**src/hw/rtl/phx_pkg.sv**
```systemverilog
`default_nettype none
package phx_pkg;

  localparam int unsigned ROUNDS = 10;

  localparam int unsigned ADDR_W = 6;
  localparam int unsigned DATA_W = 64;

  localparam logic [31:0] MUL_A  = 32'hd2511f53;
  localparam logic [31:0] MUL_B  = 32'hcd9e8d57;
  localparam logic [31:0] WEYL_A = 32'h9e3779b9;
  localparam logic [31:0] WEYL_B = 32'hbb67ae85;

  // blocks per row: ceil(columns / 4) needs 31 bits at most
  localparam int unsigned BLK_W = 31;

  typedef enum logic [2:0] {
    REG_BASE_LOW  = 3'd0,
    REG_BASE_HIGH = 3'd1,
    REG_KEY_LOW   = 3'd2,
    REG_KEY_HIGH  = 3'd3,
    REG_COLUMNS   = 3'd4
  } reg_idx_e;

  typedef struct packed {
    logic [63:0]      base_low;
    logic [63:0]      base_high;
    logic [31:0]      key_low;
    logic [31:0]      key_high;
    logic [BLK_W-1:0] blocks;
  } cfg_t;

  // one pipeline slot: counter words in flight plus the round key
  typedef struct packed {
    logic [3:0][31:0] w;
    logic [31:0]      k0;
    logic [31:0]      k1;
  } slot_t;

endpackage
`default_nettype wire

```
**src/hw/rtl/phx_index.sv**
```systemverilog
`default_nettype none
module phx_index (
  input  wire logic          clk_i,
  input  wire logic          rst_ni,
  input  wire logic          en_i,
  input  wire logic          valid_i,
  input  wire logic [31:0]   row_i,
  input  wire logic [31:0]   col_i,
  input  wire phx_pkg::cfg_t cfg_i,
  output logic               valid_o,
  output phx_pkg::slot_t     slot_o
);

  logic [3:0]  v_q;
  logic [62:0] prod_q;
  logic [29:0] colq_q;
  logic [63:0] idx_q;
  logic [63:0] lo_q;
  logic        carry_q;
  logic [64:0] lo_sum;
  logic [63:0] hi;
  phx_pkg::slot_t slot_q;

  assign lo_sum = 65'(cfg_i.base_low) + 65'(idx_q);
  assign hi     = cfg_i.base_high + 64'(carry_q);

  always_ff @(posedge clk_i or negedge rst_ni) begin
    if (!rst_ni) begin
      v_q <= '0;
    end else if (en_i) begin
      v_q <= {v_q[2:0], valid_i};
    end
  end

  always_ff @(posedge clk_i) begin
    if (en_i) begin
      prod_q    <= 63'(row_i) * 63'(cfg_i.blocks);
      colq_q    <= col_i[31:2];
      idx_q     <= 64'(prod_q) + 64'(colq_q);
      lo_q      <= lo_sum[63:0];
      carry_q   <= lo_sum[64];
      slot_q.w  <= {hi, lo_q};
      slot_q.k0 <= cfg_i.key_low;
      slot_q.k1 <= cfg_i.key_high;
    end
  end

  assign valid_o = v_q[3];
  assign slot_o  = slot_q;

endmodule
`default_nettype wire

```
**config.mk**
```make
export PLATFORM = sky130hd
export DESIGN_NAME = phx_index
export DESIGN_NICKNAME = d
export VERILOG_FILES = /design/src/hw/rtl/phx_pkg.sv /design/src/hw/rtl/phx_index.sv
export SDC_FILE = /design/constraint.sdc
export NUM_CORES = 2
export LEC_CHECK = 0
export CAP_MARGIN = 15
export CORE_UTILIZATION = 32
export DETAILED_ROUTE_END_ITERATION = 10
export DONT_BUFFER_PORTS = 1
export SYNTH_ARGS = -nofsm -noshare
export SYNTH_HDL_FRONTEND = slang
export SYNTH_SLANG_ARGS = --single-unit
```
**constraint.sdc**
```tcl
create_clock -name clk_i -period 2.6 [get_ports clk_i]
set_input_delay 0 -clock clk_i [delete_from_list [all_inputs] [get_ports clk_i]]
set_output_delay 0 -clock clk_i [all_outputs]
set_load 0.05 [all_outputs]
```
Word level (Yosys, flattened, before mapping)
Cells that the tools add are included.
Storage, ports and cells
  logic and storage cells: 16
  flip-flop bits (word level): 418
  bits of input ports: 291
Operators by class
  add/sub/neg operators: 3
  $mul: 1
Operators with widths (number)
  64-bit by 64-bit adder with 65-bit output: 1
  63-bit by 30-bit adder with 64-bit output: 1
  64-bit by 1-bit adder with 64-bit output: 1
  32-bit by 31-bit multiplier with 63-bit output: 1

Logic depth before layout (Yosys ltp)
  depth after elaboration: 1
  gate-level depth with buffers: 29

Worst setup path after synthesis
Ideal clock, no wire load.
  path type: input port to flip-flop
  from: in cfg_i[16] (netlist bit)
  to: reg prod_q[59], data pin
  data arrival time: 6.652 ns
  buffers on the path: 2
  path slack: -4.310 ns
  stages: 27
  path through: clkbuf_1 -> and2_1 -> fa_1 -> inv_1 -> fa_1 -> inv_1 -> fa_1 -> inv_1 -> fa_1 -> inv_1 -> fa_1 -> fa_1 -> fa_1 -> inv_1 -> fa_1 -> inv_1 -> ha_1 -> buf_2 -> nand4_2 -> or3_1 -> nor3_2 -> or4b_1 -> nand4_1 -> nand2_2 -> o2111ai_1 -> nand2_1 -> xnor2_1
Between the ends
  cells in the longest elaborated chain, start to end: 1
RTL lines
  start: declaration: line phx_index.sv:9  | input wire phx_pkg::cfg_t cfg_i,
  32-bit by 31-bit multiplier with 63-bit output: line phx_index.sv:37  | prod_q <= 63'(row_i) * 63'(cfg_i.blocks);
  end signal: assignment: line phx_index.sv:37
  end: declaration: line phx_index.sv:15  | logic [62:0] prod_q;
Every way passes these cells.
A chain may end at the register's enable or synchronous reset.

Worst setup path in the final report
  from: in cfg_i[4] (netlist bit)
  to: reg prod_q[62], data pin
Same word-level chain as after synthesis.

==> metrics.cfg <==
[run_status]
status=complete, but fails checks
violations=negative hold slack, negative setup slack

[routing]
wl_per_cell_um=21.7
viasPerCell=4.90
route.vias.total=39100
ant_nets=0
finalWirelength_um=173000
drc=0
drt_iter0_drc=2259
drt_first_pass_iters=6

[die]
core.rowCount=147
fp.dieW_um=405
boundaryPins=484
start_util_pct=32.3
die_area_sq_um=164000
core_sq_um=161000
die_h_um=405

[layout]
layout-drive-gt1-share_pct=21.5
nets=7272
instances_no_fill=7977
areaGrowthSynthToFinish_pct=28.3
num-fill-cells=15300

[logic_synthesis]
ys_types=97
yosysTopAreaCell=fa_1
synth_top_cells_by_count=fa_1 (868), inv_1 (852), nand2_1 (644), and2_1 (516), edfxtp_1 (414)
syn_nets=6585
synthTopCellsByArea=fa_1 (33%), edfxtp_1 (24%), ha_1 (8.5%)
yosysTopAreaCellShare_pct=33.4
seq_area_frac_synth_pct=24.1
synth.avg_cell_area_sq_um=10.3
ys_warn_count=0
yosys.cell_count.top_type=fa_1
ys.flop_type=edfxtp_1
postSynth.asyncResetShare_pct=0.957
synth-seq-cells=418
synth_area_sq_um=52100
synthesis.instances=5074
synth_edf_count=414

[worst_setup_path]
critPathKind=in2reg
required_ps=2940
cp.arrival_ps=6540
reg2reg_to=lo_q[60]
reg2reg_setup_slack_ps=-620
r2r-start=idx_q[0]
cp-end-kind=flop
cp-start-kind=primary input
rr_worst_depth=13
cp_max_fo=32

[sta]
timing.hold.ws_ps=-465
max_freq_ghz=0.161
rsz0062_at_grt=yes
finalSetupViolCount=139
post-route-min-period_ps=6200
slew-limit-headroom_pct=44.2
worstMarginPinSlew_ps=828
setup_ws_ps=-3600
tns_ps=-187280
slew_violations=0
finClkSkew_ps=15.5
finalCritPeriodShare_pct=239
final_hold_viol_count=230

[cts]
clkSinkCount=418
root_buffer=clkbuf_16
cts.clk_slew.worst_paths_ps=60
cts_buffer_depth=3
cts_buffers=43
insertion_delay_ps=600
cts_tree=done
cts_max_level=2

[global_route]
grtUsageTotal_pct=20.8
grt_pass1_vias=42400
antenna_found_initial=25
grt_max_degree=419
grt_pass1_wl_um=258000
grt_overflow=0

[placement]
dp_slack_ps=-4390
portBuffers=0
globalplace.congestion=0.880
placed_cells=7543
dp_hpwl_um=131000

[worst_hold_path]
worstHoldStart=en_i
min_path_cells=0
hp-class=in2reg
hold_end=slot_o[7]

[job]
drv_cap=0

## cell usage in the layout (no fill, tap or decap), types with 32 or more instances in the layout
cell and instances:
nor2_1 88, nand2_1 609, buf_4 521, xnor2_1 119, edfxtp_1 414, fa_2 40
ha_4 69, a21oi_2 40, dlygate4sd3_1 264, and2_1 480, and3_1 34, nand3_1 58
a21oi_1 116, xor2_1 54, clkbuf_16 43, o21ai_0 44, a21o_1 86, and2_4 36
inv_2 32, buf_6 109, o21bai_1 34, fa_1 828, xnor2_2 32, nand4_1 64
inv_1 820, ha_1 275
## critical path: stages
cell and delay (ps):
and2_4 140, fa_1 550, fa_1 440, fa_1 500, inv_1 50, fa_1 480
inv_1 50, fa_1 470, inv_1 50, fa_1 470, inv_1 50, fa_1 520
inv_2 50, fa_2 560, inv_2 50, ha_4 220, a21o_1 200, o21bai_4 190
a221oi_4 340, o22ai_1 140, a31o_2 250, a21o_1 210, a221o_1 310, o22ai_2 150
xnor2_1 80
## sequential cells by signal (all words and copies together), names as in the netlist
| register | count |
|---|---|
| v_q | 4 |
| prod_q | 63 |
| colq_q | 30 |
| carry_q | 1 |
| lo_q | 64 |
| slot_o | 192 |
| idx_q | 64 |
## worst max path at each step
stage                 endpoint  cells after the start  startpoint  slack (ps)
CTS                 prod_q[62]                     25    cfg_i[4]       -3560
global placement    prod_q[62]                     25    cfg_i[6]       -4450
global route        prod_q[57]                     22   row_i[12]       -3740
floorplan           prod_q[59]                     27   cfg_i[16]       -4080
detailed placement  prod_q[62]                     25    cfg_i[6]       -4390
finish              prod_q[62]                     25    cfg_i[4]       -3600
## per-stage QoR
step	util, %	cell area [sq um]
finish	41.5	66800
global route	41.4	66800
CTS	40.6	65400
detailed placement	36.4	58600
global placement	36.4	58600
floorplan	-	53100
## kinds of logic after synthesis
logic type | count (synthesis) | synth area share, %
buf+inv | 1109 | 8.06
xor+xnor | 243 | 4.09
fa+ha+maj | 1220 | 41.8
mux | 4 | 0.0865
simple gates | 1536 | 14.8
compound gates | 544 | 7.03
flops | 418 | 24.1
## per-layer routing
metal / part of all wire [%] / vias to the layer above / track usage, % / wire, um
met4: 4.1 / 6 / 8.10 / 7030
met5: 0.023 / - / 0 / 40
met3: 6.8 / 362 / 3.89 / 11700
li1: - / 17400 / - / -
met1: 37 / 19900 / 23.6 / 64600
met2: 52 / 1423 / 38.0 / 89400
## layout make-up
cell class                 instances  area [sq um]  area share, %
multi-input combinational       3547         39000           58.3
clock buffer                      46          1090           1.63
tap                             2160          2700           4.05
timing repair buffer             899          7860           11.8
antenna                           22          55.1         0.0824
clock inverter                    33           410          0.614
sequential                       418         12500           18.8
inverter                         852          3200           4.79
## repair_timing
item	in CTS	in global routing
hold buffers	265	2
pin swaps	225	222
hold endpoints to repair	634	416
setup buffers	66	46
endpoints found under the setup margin	142	164
gates resized for setup	424	241
gates cloned	2	0
Power is left out: the tool's default activity adds up to more than one toggle a clock period on the data nets, which glitch-free logic cannot reach.
