===== src/hw/rtl/phx_pkg.sv =====
`default_nettype none
package phx_pkg;

  localparam int unsigned ROUNDS = 10;

  localparam int unsigned ADDR_W = 6;
  localparam int unsigned DATA_W = 64;

  localparam logic [31:0] MUL_A  = 32'hd2511f53;
  localparam logic [31:0] MUL_B  = 32'hcd9e8d57;
  localparam logic [31:0] WEYL_A = 32'h9e3779b9;
  localparam logic [31:0] WEYL_B = 32'hbb67ae85;

  // blocks per row: ceil(columns / 4) needs 31 bits at most
  localparam int unsigned BLK_W = 31;

  typedef enum logic [2:0] {
    REG_BASE_LOW  = 3'd0,
    REG_BASE_HIGH = 3'd1,
    REG_KEY_LOW   = 3'd2,
    REG_KEY_HIGH  = 3'd3,
    REG_COLUMNS   = 3'd4
  } reg_idx_e;

  typedef struct packed {
    logic [63:0]      base_low;
    logic [63:0]      base_high;
    logic [31:0]      key_low;
    logic [31:0]      key_high;
    logic [BLK_W-1:0] blocks;
  } cfg_t;

  // one pipeline slot: counter words in flight plus the round key
  typedef struct packed {
    logic [3:0][31:0] w;
    logic [31:0]      k0;
    logic [31:0]      k1;
  } slot_t;

endpackage
`default_nettype wire


===== src/hw/rtl/phx_round.sv =====
`default_nettype none
module phx_round (
  input  wire logic           clk_i,
  input  wire logic           rst_ni,
  input  wire logic           en_i,
  input  wire logic           valid_i,
  input  wire phx_pkg::slot_t slot_i,
  output logic                valid_o,
  output phx_pkg::slot_t      slot_o
);

  logic [63:0]    p0;
  logic [63:0]    p1;
  logic           valid_q;
  phx_pkg::slot_t slot_q;

  assign p0 = 64'(phx_pkg::MUL_A) * 64'(slot_i.w[0]);
  assign p1 = 64'(phx_pkg::MUL_B) * 64'(slot_i.w[2]);

  always_ff @(posedge clk_i or negedge rst_ni) begin
    if (!rst_ni) begin
      valid_q <= 1'b0;
    end else if (en_i) begin
      valid_q <= valid_i;
    end
  end

  always_ff @(posedge clk_i) begin
    if (en_i) begin
      slot_q.w[0] <= p1[63:32] ^ slot_i.w[1] ^ slot_i.k0;
      slot_q.w[1] <= p1[31:0];
      slot_q.w[2] <= p0[63:32] ^ slot_i.w[3] ^ slot_i.k1;
      slot_q.w[3] <= p0[31:0];
      slot_q.k0   <= slot_i.k0 + phx_pkg::WEYL_A;
      slot_q.k1   <= slot_i.k1 + phx_pkg::WEYL_B;
    end
  end

  assign valid_o = valid_q;
  assign slot_o  = slot_q;

endmodule
`default_nettype wire


===== config.mk =====
export PLATFORM = sky130hd
export DESIGN_NAME = phx_round
export DESIGN_NICKNAME = d
export VERILOG_FILES = /design/src/hw/rtl/phx_pkg.sv /design/src/hw/rtl/phx_round.sv
export SDC_FILE = /design/constraint.sdc
export NUM_CORES = 2
export LEC_CHECK = 0
export BUFFER_PORTS_ARGS = -buffer_cell sky130_fd_sc_hd__buf_2
export CAP_MARGIN = 20
export CORE_MARGIN = 8
export CORE_UTILIZATION = 55
export DETAILED_ROUTE_END_ITERATION = 8
export GPL_TIMING_DRIVEN = 1
export HOLD_SLACK_MARGIN = 0.12
export PLACE_DENSITY = 0.74
export REMOVE_ABC_BUFFERS = 1
export SETUP_SLACK_MARGIN = 0.2
export SLEW_MARGIN = 10
export SYNTH_ARGS = -nofsm -noshare
export SYNTH_HDL_FRONTEND = slang
export SYNTH_SLANG_ARGS = --single-unit

===== constraint.sdc =====
create_clock -name clk_i -period 1.9 [get_ports clk_i]
set_input_delay 0 -clock clk_i [delete_from_list [all_inputs] [get_ports clk_i]]
set_output_delay 0 -clock clk_i [all_outputs]
set_load 0.005 [all_outputs]

# Word-level counts from Yosys, hierarchy flattened
# Index checks and enable logic that the tools add are counted.
# W data, S select, Z words.
[word_totals]
register_bits = 193
latchBits = 0
ram_bits = 0
rom_bits = 0
input_bits = 196
out_inout_bits = 193
elab_cells = 15
n_memories = 0
[op_classes]
add_sub_neg = 2
mul = 2
div_mod_pow = 0
n_lt_le_gt_ge = 0
eq_ne = 0
shift = 0
mux = 0
bitwise = 4
n_reduce_logical = 0
[op_table]
columns = ["operator", "n"]
rows = [
  ["$mul A32 B32 Y64 const A", 2],
  ["$xor A32 B32 Y32", 4],
  ["$add A32 B32 Y32 const B", 2],
]

# Logic depth before layout (Yosys ltp)
[depth]
word_depth = 3
depth_mapped = 27

# Least setup slack after synthesis
# Ideal clock, no wire load.
[synth_path]
path_kind = "input-to-reg"
startpoint = "input slot_i[134] in the netlist's numbering"
endpoint = "register slot_q, in the netlist slot_o[73] (data pin)"
setup_time_ns = 0.259
t_arrival_ns = 6.139
setup_slack_ns = -4.498
stages = 24
path_buffers = 1
path_cell_list = "inv_1 -> ha_1 -> inv_1 -> fa_1 -> fa_1 -> inv_1 -> fa_1 -> inv_1 -> fa_1 -> inv_1 -> fa_1 -> inv_1 -> fa_1 -> fa_1 -> ha_1 -> clkbuf_1 -> nand4_1 -> nor3_1 -> o221ai_1 -> a211oi_1 -> a21boi_0 -> o31ai_1 -> a21oi_1 -> xnor2_1"
[synth_between]
elab_chain_cells = 3
[synth_lines]
columns = ["element", "line", "rtl"]
rows = [
  ["start, declared", "phx_round.sv:7", "input wire phx_pkg::slot_t slot_i,"],
  ["$mul A32 B32 Y64", "phx_round.sv:18", "assign p1 = 64'(phx_pkg::MUL_B) * 64'(slot_i.w[2]);"],
  ["$xor A32 B32 Y32 (2 in series)", "phx_round.sv:30", "slot_q.w[0] <= p1[63:32] ^ slot_i.w[1] ^ slot_i.k0;"],
  ["end, declared", "phx_round.sv:15", "phx_pkg::slot_t slot_q;"],
]
# Every way passes these cells.
# A chain may end at the register's enable or synchronous reset.

# Worst setup path after layout
[layout_path]
startpoint = "input slot_i[82] in the netlist's numbering"
endpoint = "register slot_q, in the netlist slot_o[150] (data pin)"
[layout_between]
elab_chain_cells = 3
[layout_lines]
columns = ["element", "line", "rtl"]
rows = [
  ["$mul A32 B32 Y64", "phx_round.sv:17", "assign p0 = 64'(phx_pkg::MUL_A) * 64'(slot_i.w[0]);"],
  ["$xor A32 B32 Y32 (2 in series)", "phx_round.sv:32", "slot_q.w[2] <= p0[63:32] ^ slot_i.w[3] ^ slot_i.k1;"],
]
# Every way passes these cells.

==> metrics.md <==
| Metric | Value |
|---|---|
| CP Buf/Inv Count | `11` |
| Nets | `7695` |
| GRT overflow | `0` |
| FP Rows | `104` |
| Die Ht | `301 µm` |
| I/O Pins | `389` |
| # fillers | `4569` |
| Drt wl/cell | `25.7 µm` |
| Crit path time final | `6.35 ns` |
| Clk_skew | `0 ns` |
| Cells after Synth | `4278` |
| Area Overhead vs Synth | `42.0%` |
| Final Hold Fails | `0` |
| CP endpoint kind | `register` |
| Status | `finished with violations` |
| CP top delay family | `adder cells` |
| Synthesized cell area | `44500 µm²` |
| Clock sink count | `193` |
| Avg Cell Area, Syn | `10.4 µm²` |
| Final Setup Violations | `141` |
| Core Util, Final | `78.8%` |
| Critical Path RT | `2.19 ns` |
| Vias/cell | `5.73` |
| Number of library cell types mapped by synthesis | `71` |
| Critical path's slowest cell | `fa_2` |
| Placed inst area | `55000 µm²` |
| Top cells by area, synth | `fa_1 (36%), ha_1 (23%), edfxtp_1 (13%)` |
| Setup TNS | `-426.64 ns` |
| Vias in the first global route | `43000` |
| Synth warn | `0` |
| Maximum fanout along the worst path | `3` |
| Ys async rst share | `0.518%` |
| Metal3 WL | `17.3 mm` |
| Slew @ Worst Pin | `0.847 ns` |
| Worst path max stage delay | `0.70 ns` |
| Largest net degree at the start of global routing | `83` |
| Share of the synthesized area in the top cell type | `36.2%` |
| Post-synth top area cell | `fa_1` |
| Final worst slack | `-4.45 ns` |
| Final wirelength | `179 mm` |
| Post-synthesis sequential area ratio | `13.0%` |
| First-pass GRT wire length | `248 mm` |
| Pre-antenna DRT Iters | `6` |
| EDFF count, synth | `192` |
| Metal1 wirelength | `62.5 mm` |
| Hpwl dp | `128 mm` |
| Min-Delay Path Class | `in -> reg` |
| Fin Hold WS | `0.0627 ns` |
| Clock transition at path regs | `0.08 ns` |
| Clk Latency, worst-skew pair | `0.53 ns` |
| Maxcap violations | `0` |
| Clock buffer count from CTS | `17` |
| Final Cycle Share | `334%` |
| Via Count | `39900` |
| Arr. time, crit path | `6.65 ns` |
| Global-route usage over all layers | `36.2%` |
| #FFs+latches synth | `193` |
| Crit Path Category | `in -> reg` |
| Crit start category | `primary input` |
| Max Clock Freq | `0.157 GHz` |
| Setup repair after global routing missed its margin | `true` |
| Number of port buffers | `388` |
| Remaining DRCs | `0` |
| Failing checks | `negative setup slack` |
| Clk buf depth | `2` |
| Die area | `90300 µm²` |
| Top Metal Used | `met5` |
| Max_slew headroom | `43.5%` |
| Routed Antenna Nets | `0` |
| Die width | `301 µm` |
| Routability cong. | `1.03` |
| Initial DRC Count | `3521` |
| CTS tree | `done` |
| Share of cells above drive strength 1 | `37.4%` |
| Root buf cell | `clkbuf_16` |
| Design Area, Final | `63200 µm²` |
| Initial core utilization | `55.4%` |
| Pins Over Slew Limit | `0` |
| Antenna violations before repair | `5` |
| Met2 wire length | `84.9 mm` |
| Synth Flop Type | `edfxtp_1` |
| Core area | `80300 µm²` |
| H-tree levels | `4` |
-- timing repair --
action / CTS / global route
pin swaps: 364 / 195
endpoints found under the setup margin: 134 / 163
gates resized for setup: 819 / 269
setup buffers: 93 / 42
endpoints found under the hold margin: 252 / 2
hold buffers: 149 / 2
-- cell usage in the layout (no fill, tap or decap), drive strengths merged, types with 5 or more instances in the layout --
cell type    instances
a211o                6
nor2                95
xor2                78
nand2b              14
a2111oi              6
nand4               36
nor3                21
o211ai               8
o31ai               11
clkbuf              21
a31oi               21
ha                 807
o21ai               93
buf               1493
edfxtp             192
nand3               23
o21a                18
o21bai              21
and3                20
fa                 805
a21o                79
nand2              123
or2                 12
dlygate4sd3        144
xnor2              232
inv               1262
nor2b                7
a211oi              10
a21oi              162
and4                 5
o31a                 5
and2                 8
-- sequential cells by signal, indices dropped and copies added, names as in the netlist --
signal,count
slot_o,192
valid_o,1
-- metal layers --
metal / track usage, % / vias up
li1: - / 16600
met4: 20.3 / 2
met1: 42.2 / 19700
met3: 7.60 / 935
met5: 0 / -
met2: 61.9 / 2636
-- stage by stage --
| stage | worst slack [ns] | cells |
|---|---|---|
| floorplan | -4.37 | 4226 |
| global placement | -5.17 | 6642 |
| detailed placement | -5.20 | 6642 |
| CTS | -4.19 | 6916 |
| global route | -4.60 | 6962 |
| finish | -4.45 | 6963 |
-- synthesized netlist by cell type, types with 8 or more instances --
master,count
a211oi_1,9
a21o_1,79
a21oi_1,160
a31oi_1,21
and3_1,20
clkbuf_1,50
edfxtp_1,192
fa_1,805
ha_1,807
inv_1,1253
nand2_1,123
nand2b_1,14
nand3_1,23
nand4_1,36
nor2_1,95
nor3_1,21
o211ai_1,8
o21a_1,18
o21ai_0,80
o21ai_1,10
o21bai_1,21
o31ai_1,8
or2_2,12
xnor2_1,232
xor2_1,78
-- kinds of logic (layout without fill, tap and decap cells) --
family                     count (synthesis)  count (layout)  synth area share (%)
adders and majority gates               1612            1612                  58.9
buffers and inverters                   1305            2927                  11.0
AOI/OAI and AO/OA                        476             476                  6.90
and+or+nand+nor                          379             379                  4.04
xor gates and xnor gates                 310             310                  6.10
DFF                                      193             193                  13.0
muxes                                      3               3                0.0703
other                                      0               3                     0
-- worst paths after layout --
kind                            startpoint           to  slack, ns  cells after the start
worst min-delay path            slot_i[18]   slot_o[18]       0.06                      5
worst max-delay path            slot_i[82]  slot_o[150]      -4.45                     28
min in group asynchronous           rst_ni      valid_o       0.31                      3
worst min register to register     valid_o      valid_o       0.53                      1
max in group asynchronous           rst_ni      valid_o       1.49                      3
worst max register to register     valid_o      valid_o       1.14                      1
-- layout make-up --
| cell class | instances | area, µm² | share of cell area, % |
|---|---|---|---|
| multi-input cells | 2780 | 38000 | 60.1 |
| repair buffers | 1642 | 12700 | 20.2 |
| flip-flops and latches | 193 | 5790 | 9.16 |
| inverters | 1253 | 4730 | 7.47 |
| well taps | 1060 | 1330 | 2.10 |
| clock buffers | 17 | 425 | 0.673 |
| clock inverters | 15 | 184 | 0.291 |
| diodes | 3 | 7.51 | 0.0119 |
Power is left out: the tool's default activity adds up to more than one toggle a clock period on the data nets, which glitch-free logic cannot reach.
