--- config.mk ---
export PLATFORM = sky130hd
export DESIGN_NAME = phx_regs
export DESIGN_NICKNAME = d
export VERILOG_FILES = /design/src/hw/rtl/phx_pkg.sv /design/src/hw/rtl/phx_regs.sv
export SDC_FILE = /design/constraint.sdc
export NUM_CORES = 1
export LEC_CHECK = 0
export BUFFER_PORTS_ARGS = -buffer_cell sky130_fd_sc_hd__clkbuf_2
export CAP_MARGIN = 20
export CORE_ASPECT_RATIO = 1.2
export CORE_UTILIZATION = 30
export CTS_BUF_LIST = sky130_fd_sc_hd__clkbuf_16
export DETAILED_ROUTE_END_ITERATION = 6
export GPL_TIMING_DRIVEN = 0
export PLACE_DENSITY_LB_ADDON = 0.25
export RECOVER_POWER = 100
export SLEW_MARGIN = 25
export SYNTH_ARGS = -nofsm -noshare
export SYNTH_HDL_FRONTEND = slang
export SYNTH_SLANG_ARGS = --single-unit
--- constraint.sdc ---
create_clock -name clk_i -period 2.5 [get_ports clk_i]
set_input_delay 0.375 -clock clk_i [delete_from_list [all_inputs] [get_ports clk_i]]
set_output_delay 0.375 -clock clk_i [all_outputs]
set_load 0.005 [all_outputs]
--- src/hw/rtl/phx_pkg.sv ---
`default_nettype none
package phx_pkg;

  localparam int unsigned ROUNDS = 10;

  localparam int unsigned ADDR_W = 6;
  localparam int unsigned DATA_W = 64;

  localparam logic [31:0] MUL_A  = 32'hd2511f53;
  localparam logic [31:0] MUL_B  = 32'hcd9e8d57;
  localparam logic [31:0] WEYL_A = 32'h9e3779b9;
  localparam logic [31:0] WEYL_B = 32'hbb67ae85;

  // blocks per row: ceil(columns / 4) needs 31 bits at most
  localparam int unsigned BLK_W = 31;

  typedef enum logic [2:0] {
    REG_BASE_LOW  = 3'd0,
    REG_BASE_HIGH = 3'd1,
    REG_KEY_LOW   = 3'd2,
    REG_KEY_HIGH  = 3'd3,
    REG_COLUMNS   = 3'd4
  } reg_idx_e;

  typedef struct packed {
    logic [63:0]      base_low;
    logic [63:0]      base_high;
    logic [31:0]      key_low;
    logic [31:0]      key_high;
    logic [BLK_W-1:0] blocks;
  } cfg_t;

  // one pipeline slot: counter words in flight plus the round key
  typedef struct packed {
    logic [3:0][31:0] w;
    logic [31:0]      k0;
    logic [31:0]      k1;
  } slot_t;

endpackage
`default_nettype wire

--- src/hw/rtl/phx_regs.sv ---
`default_nettype none
module phx_regs (
  input  wire logic                       clk_i,
  input  wire logic                       rst_ni,
  input  wire logic                       psel,
  input  wire logic                       penable,
  input  wire logic                       pwrite,
  input  wire logic [phx_pkg::ADDR_W-1:0] paddr,
  input  wire logic [phx_pkg::DATA_W-1:0] pwdata,
  output logic      [phx_pkg::DATA_W-1:0] prdata,
  output logic                            pready,
  output phx_pkg::cfg_t                   cfg_o
);

  logic [63:0] base_low_q;
  logic [63:0] base_high_q;
  logic [31:0] key_low_q;
  logic [31:0] key_high_q;
  logic [31:0] columns_q;
  logic [phx_pkg::BLK_W-1:0] blocks_q, blocks_d;
  logic [2:0]  idx;
  logic        wr_en;

  assign idx    = paddr[phx_pkg::ADDR_W-1:3];
  assign wr_en  = psel && penable && pwrite;
  assign pready = 1'b1;

  // ceiling of the new column count over four, kept ready for the index stage
  assign blocks_d = phx_pkg::BLK_W'((33'(pwdata[31:0]) + 33'd3) >> 2);

  always_ff @(posedge clk_i or negedge rst_ni) begin
    if (!rst_ni) begin
      base_low_q  <= '0;
      base_high_q <= '0;
      key_low_q   <= '0;
      key_high_q  <= '0;
      columns_q   <= 32'd1;
      blocks_q    <= phx_pkg::BLK_W'(1);
    end else if (wr_en) begin
      case (idx)
        phx_pkg::REG_BASE_LOW:  base_low_q  <= pwdata;
        phx_pkg::REG_BASE_HIGH: base_high_q <= pwdata;
        phx_pkg::REG_KEY_LOW:   key_low_q   <= pwdata[31:0];
        phx_pkg::REG_KEY_HIGH:  key_high_q  <= pwdata[31:0];
        phx_pkg::REG_COLUMNS: begin
          columns_q <= pwdata[31:0];
          blocks_q  <= blocks_d;
        end
        default: ;
      endcase
    end
  end

  always_comb begin
    case (idx)
      phx_pkg::REG_BASE_LOW:  prdata = base_low_q;
      phx_pkg::REG_BASE_HIGH: prdata = base_high_q;
      phx_pkg::REG_KEY_LOW:   prdata = 64'(key_low_q);
      phx_pkg::REG_KEY_HIGH:  prdata = 64'(key_high_q);
      phx_pkg::REG_COLUMNS:   prdata = 64'(columns_q);
      default:                prdata = '0;
    endcase
  end

  assign cfg_o.base_low  = base_low_q;
  assign cfg_o.base_high = base_high_q;
  assign cfg_o.key_low   = key_low_q;
  assign cfg_o.key_high  = key_high_q;
  assign cfg_o.blocks    = blocks_q;

  a_blocks_match: assert property (@(posedge clk_i) disable iff (!rst_ni)
    blocks_q == phx_pkg::BLK_W'((33'(columns_q) + 33'd3) >> 2))
    else $error("blocks per row out of step with column count");

endmodule
`default_nettype wire

---- Yosys cells after proc, flatten, opt, wreduce, memory -nomap -nowiden ----
Cells that the tools add are included.
storage, ports and cells
  register bits ........................... 255
  logic and storage cells ................. 20
  input port bits ......................... 75
operators by class
  eq/ne operators ......................... 4
  multiplexer cells ....................... 1
  add/sub/neg operators ................... 1
  reduce and logical (&&, ||, !) cells .... 8
operator list
  operator               number
  $pmux 64 s5            1
  $add 32x2->33 const B  1
  $reduce_and 2->1       5
  $eq 3x2->1 const B     2
  $eq 3x1->1 const B     1
  $eq 3x3->1 const B     1
  $logic_not 3->1        1
  $logic_and 1x1->1      2

---- Longest topological paths before layout ----
  word-level depth ........................ 3
  gate-level depth with buffers ........... 7
  gate-level depth less buffers ........... 4

---- Worst setup path before layout ----
Ideal clock, no wire load.
  path kind ............................... input -> output
  start ................................... in paddr[3] (netlist name)
  end ..................................... out prdata[10] (netlist name)
  data required time ...................... 2.125 ns
  slack ................................... 0.278 ns
  data arrival time ....................... 1.847 ns
  stages .................................. 6
  buffers on the path ..................... 3
  path through ............................ clkbuf_1 clkbuf_1 buf_1 mux2_2 a22oi_1 o22ai_1
between the ends
  cells in the longest elaborated chain, start to end .. 2
  elaborated cells on any way between the ends .. 6
  those cells by class .................... 4 x eq/ne; 1 x mux; 1 x reduce/logical
RTL lines
  element                             RTL line        source
  from (decl)                         phx_regs.sv:8   input wire logic [phx_pkg::ADDR_W-1:0] paddr,
  $eq 3x3->1 (tied with other cells)  phx_regs.sv:55  case (idx)
  $pmux 64 s5 *                       phx_regs.sv:55
  to (decl)                           phx_regs.sv:10  output logic [phx_pkg::DATA_W-1:0] prdata,
Mark *: on every way between the ends. The rest lies on a longest branch, timed or not.

---- Final worst setup path ----
  start ................................... in paddr[5] (netlist name)
  end ..................................... out prdata[9] (netlist name)
The elaborated chain is that of the path after synthesis.

==> flow_summary.html <==
<table>
<tr><th>Metric</th><th>Value</th></tr>
<tr><th colspan="2">Layout</th></tr>
<tr><td>Post-Layout Cell Count</td><td>1882</td></tr>
<tr><td>Fill count</td><td>3934</td></tr>
<tr><td>Share of layout cells above drive strength 1</td><td>0.361</td></tr>
<tr><td>Synth-to-layout area growth</td><td>26.9%</td></tr>
<tr><td>Final core occ</td><td>0.386</td></tr>
<tr><td>Multi-input logic area</td><td>0.00485 mm^2</td></tr>
<tr><td>Inserted Diodes</td><td>0</td></tr>
<tr><td>Area taken by flip-flops and latches</td><td>0.00638 mm^2</td></tr>
<tr><td>Final net count</td><td>1410</td></tr>
<tr><th colspan="2">Timing</th></tr>
<tr><td>Highest Clock Rate</td><td>402 MHz</td></tr>
<tr><td>Pins Over Slew Limit</td><td>0</td></tr>
<tr><td>Post-route clock skew</td><td>0 ns</td></tr>
<tr><td>Least-Margin Pin Slew</td><td>1.22 ns</td></tr>
<tr><td>Final WS setup</td><td>0.00938 ns</td></tr>
<tr><td>Unrepaired setup endpoints after global routing</td><td>false</td></tr>
<tr><td>Post-layout minimum cycle time</td><td>2.49 ns</td></tr>
<tr><td>Slew HR</td><td>0.187</td></tr>
<tr><td>Final worst-path cycle share</td><td>0.996</td></tr>
<tr><td>Count of final hold-check violations</td><td>0</td></tr>
<tr><td>Setup TNS</td><td>0 ns</td></tr>
<tr><td>Hold WS</td><td>0.0363 ns</td></tr>
<tr><td>Final-report setup violation count</td><td>0</td></tr>
<tr><th colspan="2">Yosys</th></tr>
<tr><td>Avg Synthesized Cell Area</td><td>12.2 um^2</td></tr>
<tr><td>Synth async-reset ratio</td><td>1.00</td></tr>
<tr><td>Predominant post-synthesis flop cell</td><td>sky130_fd_sc_hd__dfrtp_1</td></tr>
<tr><td>Syn nets</td><td>1037</td></tr>
<tr><td>Synthesized area</td><td>0.0117 mm^2</td></tr>
<tr><td>Gate count after technology mapping</td><td>962</td></tr>
<tr><td>Number of distinct library cells after synthesis</td><td>49</td></tr>
<tr><td>Number of register bits inferred by synthesis</td><td>255</td></tr>
<tr><td>EDFF count, synth</td><td>0</td></tr>
<tr><td>Synth warn</td><td>0</td></tr>
<tr><td>Seq/Total Area, Yosys</td><td>0.543</td></tr>
<tr><th colspan="2">Placed design</th></tr>
<tr><td>Cell count after placement</td><td>1830</td></tr>
<tr><td>Worst slack after detailed placement</td><td>-0.896 ns</td></tr>
<tr><td>Dpl hpwl</td><td>31800 um</td></tr>
<tr><td>Count of port buffers added during placement</td><td>338</td></tr>
<tr><td>Final GP Congestion</td><td>0.821</td></tr>
<tr><th colspan="2">Detailed routing</th></tr>
<tr><td>Mean routed wirelength per cell</td><td>23.4 um</td></tr>
<tr><td>Antenna violation net count after detailed routing</td><td>0</td></tr>
<tr><td>Initial DRC count</td><td>424</td></tr>
<tr><td>Routed wire length</td><td>44000 um</td></tr>
<tr><td>DR pass1 iterations</td><td>6</td></tr>
<tr><td>Detailed-route vias per instance</td><td>5.04</td></tr>
<tr><td>Total via count in the routed design</td><td>9486</td></tr>
<tr><td>DRC violation count after routing</td><td>0</td></tr>
<tr><th colspan="2">Clock network</th></tr>
<tr><td>CTS root buf</td><td>sky130_fd_sc_hd__clkbuf_16</td></tr>
<tr><td>CTS max path bufs</td><td>3</td></tr>
<tr><td>Number of buffers created by CTS</td><td>29</td></tr>
<tr><td>CTS clk-pin slew, worst paths</td><td>0.06 ns</td></tr>
<tr><td>TritonCTS clock tree</td><td>done</td></tr>
<tr><td>Number of clock sinks</td><td>255</td></tr>
<tr><td>Number of levels the H-tree was split into</td><td>1</td></tr>
<tr><td>Post-CTS Repair Setup Buffers</td><td>0</td></tr>
<tr><td>Worst-skew pair later-pin latency</td><td>0.57 ns</td></tr>
<tr><th colspan="2">Power</th></tr>
<tr><td>Leak</td><td>0.00690 uW</td></tr>
<tr><td>Peak ir drop on the vdd network</td><td>0.565 mV</td></tr>
<tr><td>Pwr Density</td><td>810 mW/mm^2</td></tr>
<tr><th colspan="2">Job</th></tr>
<tr><td>Count of maximum capacitance violations</td><td>0</td></tr>
<tr><th colspan="2">Floorplan</th></tr>
<tr><td>I/O pin count</td><td>363</td></tr>
<tr><td>Die Height</td><td>219 um</td></tr>
<tr><td>Horizontal extent of the die</td><td>183 um</td></tr>
<tr><td>Effective utilization at floorplan</td><td>0.304</td></tr>
<tr><td>Standard cell core area</td><td>0.0386 mm^2</td></tr>
<tr><td>Area enclosed by the die boundary</td><td>0.0400 mm^2</td></tr>
<tr><td>Cell Rows</td><td>79</td></tr>
<tr><th colspan="2">Outcome</th></tr>
<tr><td>Outcome</td><td>complete, no violations</td></tr>
<tr><th colspan="2">Global routing</th></tr>
<tr><td>Total congestion overflow</td><td>0</td></tr>
<tr><td>Global-route wire length before repair</td><td>63300 um</td></tr>
<tr><td>Via count of the first global-routing pass</td><td>9402</td></tr>
<tr><td>Overall global routing resource usage</td><td>0.216</td></tr>
<tr><td>Maximum number of pins on one net before global-route repair</td><td>83</td></tr>
<tr><td>Initial antenna violation count</td><td>0</td></tr>
<tr><th colspan="2">Critical path</th></tr>
<tr><td>Element type at the critical path end</td><td>output pin</td></tr>
<tr><td>Arrival time reported for the critical path endpoint</td><td>2.12 ns</td></tr>
<tr><td>CP Class</td><td>primary input to output pin</td></tr>
<tr><td>Nature of the critical path startpoint</td><td>primary input</td></tr>
<tr><td>Required time of the critical path</td><td>2.12 ns</td></tr>
<tr><td>Largest fanout of any net on the critical path</td><td>10</td></tr>
<tr><th colspan="2">Worst hold path</th></tr>
<tr><td>Hold Path Class</td><td>primary input to register</td></tr>
</table>
==> where the power goes <==
group | total (uW) | internal (uW) | switching, uW
logic | 2430 | 1220 | 1210
clock network | 4050 | 2290 | 1760
registers | 5590 | 4940 | 650
==> final timing paths <==
| path | from | end | slack (ns) | cells after the start |
|---|---|---|---|---|
| worst min register to register | blocks_q[0] | blocks_q[0] | 0.46 | 2 |
| worst min-delay path | pwdata[6] | columns_q[6] | 0.04 | 3 |
| max in group asynchronous | rst_ni | blocks_q[28] | 0.56 | 4 |
| min in group asynchronous | rst_ni | base_high_q[35] | 0.22 | 2 |
| worst max register to register | base_low_q[21] | base_low_q[21] | 1.64 | 1 |
| worst max-delay path | paddr[5] | prdata[9] | 0.009 | 8 |
==> synthesized netlist by cell type (9+ instances only) <==
library cell,count,area share
sky130_fd_sc_hd__a22o_1,32,0.024
sky130_fd_sc_hd__a22oi_1,62,0.040
sky130_fd_sc_hd__a31oi_1,14,0.0075
sky130_fd_sc_hd__buf_2,11,0.0047
sky130_fd_sc_hd__buf_4,13,0.0083
sky130_fd_sc_hd__clkbuf_1,51,0.016
sky130_fd_sc_hd__dfrtp_1,253,0.54
sky130_fd_sc_hd__mux2_1,28,0.027
sky130_fd_sc_hd__mux2_2,195,0.19
sky130_fd_sc_hd__nand2_1,111,0.035
sky130_fd_sc_hd__nand3_1,14,0.0060
sky130_fd_sc_hd__nor2_1,18,0.0058
sky130_fd_sc_hd__o21ai_1,19,0.0081
sky130_fd_sc_hd__o22ai_1,32,0.017
sky130_fd_sc_hd__or4_1,13,0.0083
sky130_fd_sc_hd__xnor2_1,9,0.0067
==> timing repair <==
item,in CTS,in global routing
cloned,0,0
hold buffers,1,0
pin swaps,0,0
setup endpoints to repair,64,43
endpoints found under the hold margin,22,0
resized for setup,40,4
==> kinds of logic after synthesis <==
group | share of synthesized area
AO/OA/AOI/OAI | 0.109
XOR/XNOR | 0.00969
buffers and inverters | 0.0444
flip-flops | 0.543
multiplexers | 0.215
other | 0.000319
AND/OR/NAND/NOR | 0.0787
==> layer usage <==
metal	part of all wire	GRT usage	vias to the layer above	wire (um)
met4	0.033	0.0742	0	1450
met3	0.063	0.0428	70	2790
li1	-	-	4261	-
met1	0.42	0.273	4774	18400
met5	0	0	-	0
met2	0.49	0.368	381	21400
==> worst max-delay path, cell delays in order <==
cell and delay (ns):
sky130_fd_sc_hd__clkbuf_2 0.16, sky130_fd_sc_hd__buf_4 0.25, sky130_fd_sc_hd__inv_1 0.11, sky130_fd_sc_hd__nor2_1 0.24
sky130_fd_sc_hd__clkbuf_2 0.40, sky130_fd_sc_hd__a22oi_1 0.12, sky130_fd_sc_hd__o22ai_1 0.28, sky130_fd_sc_hd__clkbuf_2 0.17
==> stage by stage <==
stage | total power, uW | area, um^2
2_1_floorplan | 6690 | 11700
3_3_place_gp | 8170 | 14100
3_5_place_dp | 8240 | 14200
4_1_cts | 12400 | 15200
5_1_grt | 12700 | 14900
6_report | 12100 | 14900
==> layout make-up <==
class                           instances  share of cell area
Sequential cell                       255               0.428
Multi-Input combinational cell        610               0.325
Timing Repair Buffer                  343               0.106
Clock buffer                           29              0.0487
Tap cell                              526              0.0441
Buffer                                 89              0.0356
Clock inverter                         23              0.0104
Inverter                                7             0.00176
==> layout by cell type (no fill, tap or decap), types with 18 or more instances in the layout <==
cell,instances
sky130_fd_sc_hd__mux2_1,28
sky130_fd_sc_hd__inv_1,19
sky130_fd_sc_hd__o22ai_1,32
sky130_fd_sc_hd__o21ai_0,24
sky130_fd_sc_hd__clkbuf_1,182
sky130_fd_sc_hd__a22oi_1,62
sky130_fd_sc_hd__dfrtp_1,253
sky130_fd_sc_hd__a22o_1,32
sky130_fd_sc_hd__nor2_1,18
sky130_fd_sc_hd__mux2_2,195
sky130_fd_sc_hd__nand2_1,111
sky130_fd_sc_hd__clkbuf_2,221
sky130_fd_sc_hd__clkbuf_16,29
==> state kept, by name, summed over array words and instances, names as in the netlist <==
register	count
base_low_q	64
base_high_q	64
key_high_q	32
columns_q	32
key_low_q	32
blocks_q	31
Note: power is estimated with default switching activity, not from simulation.
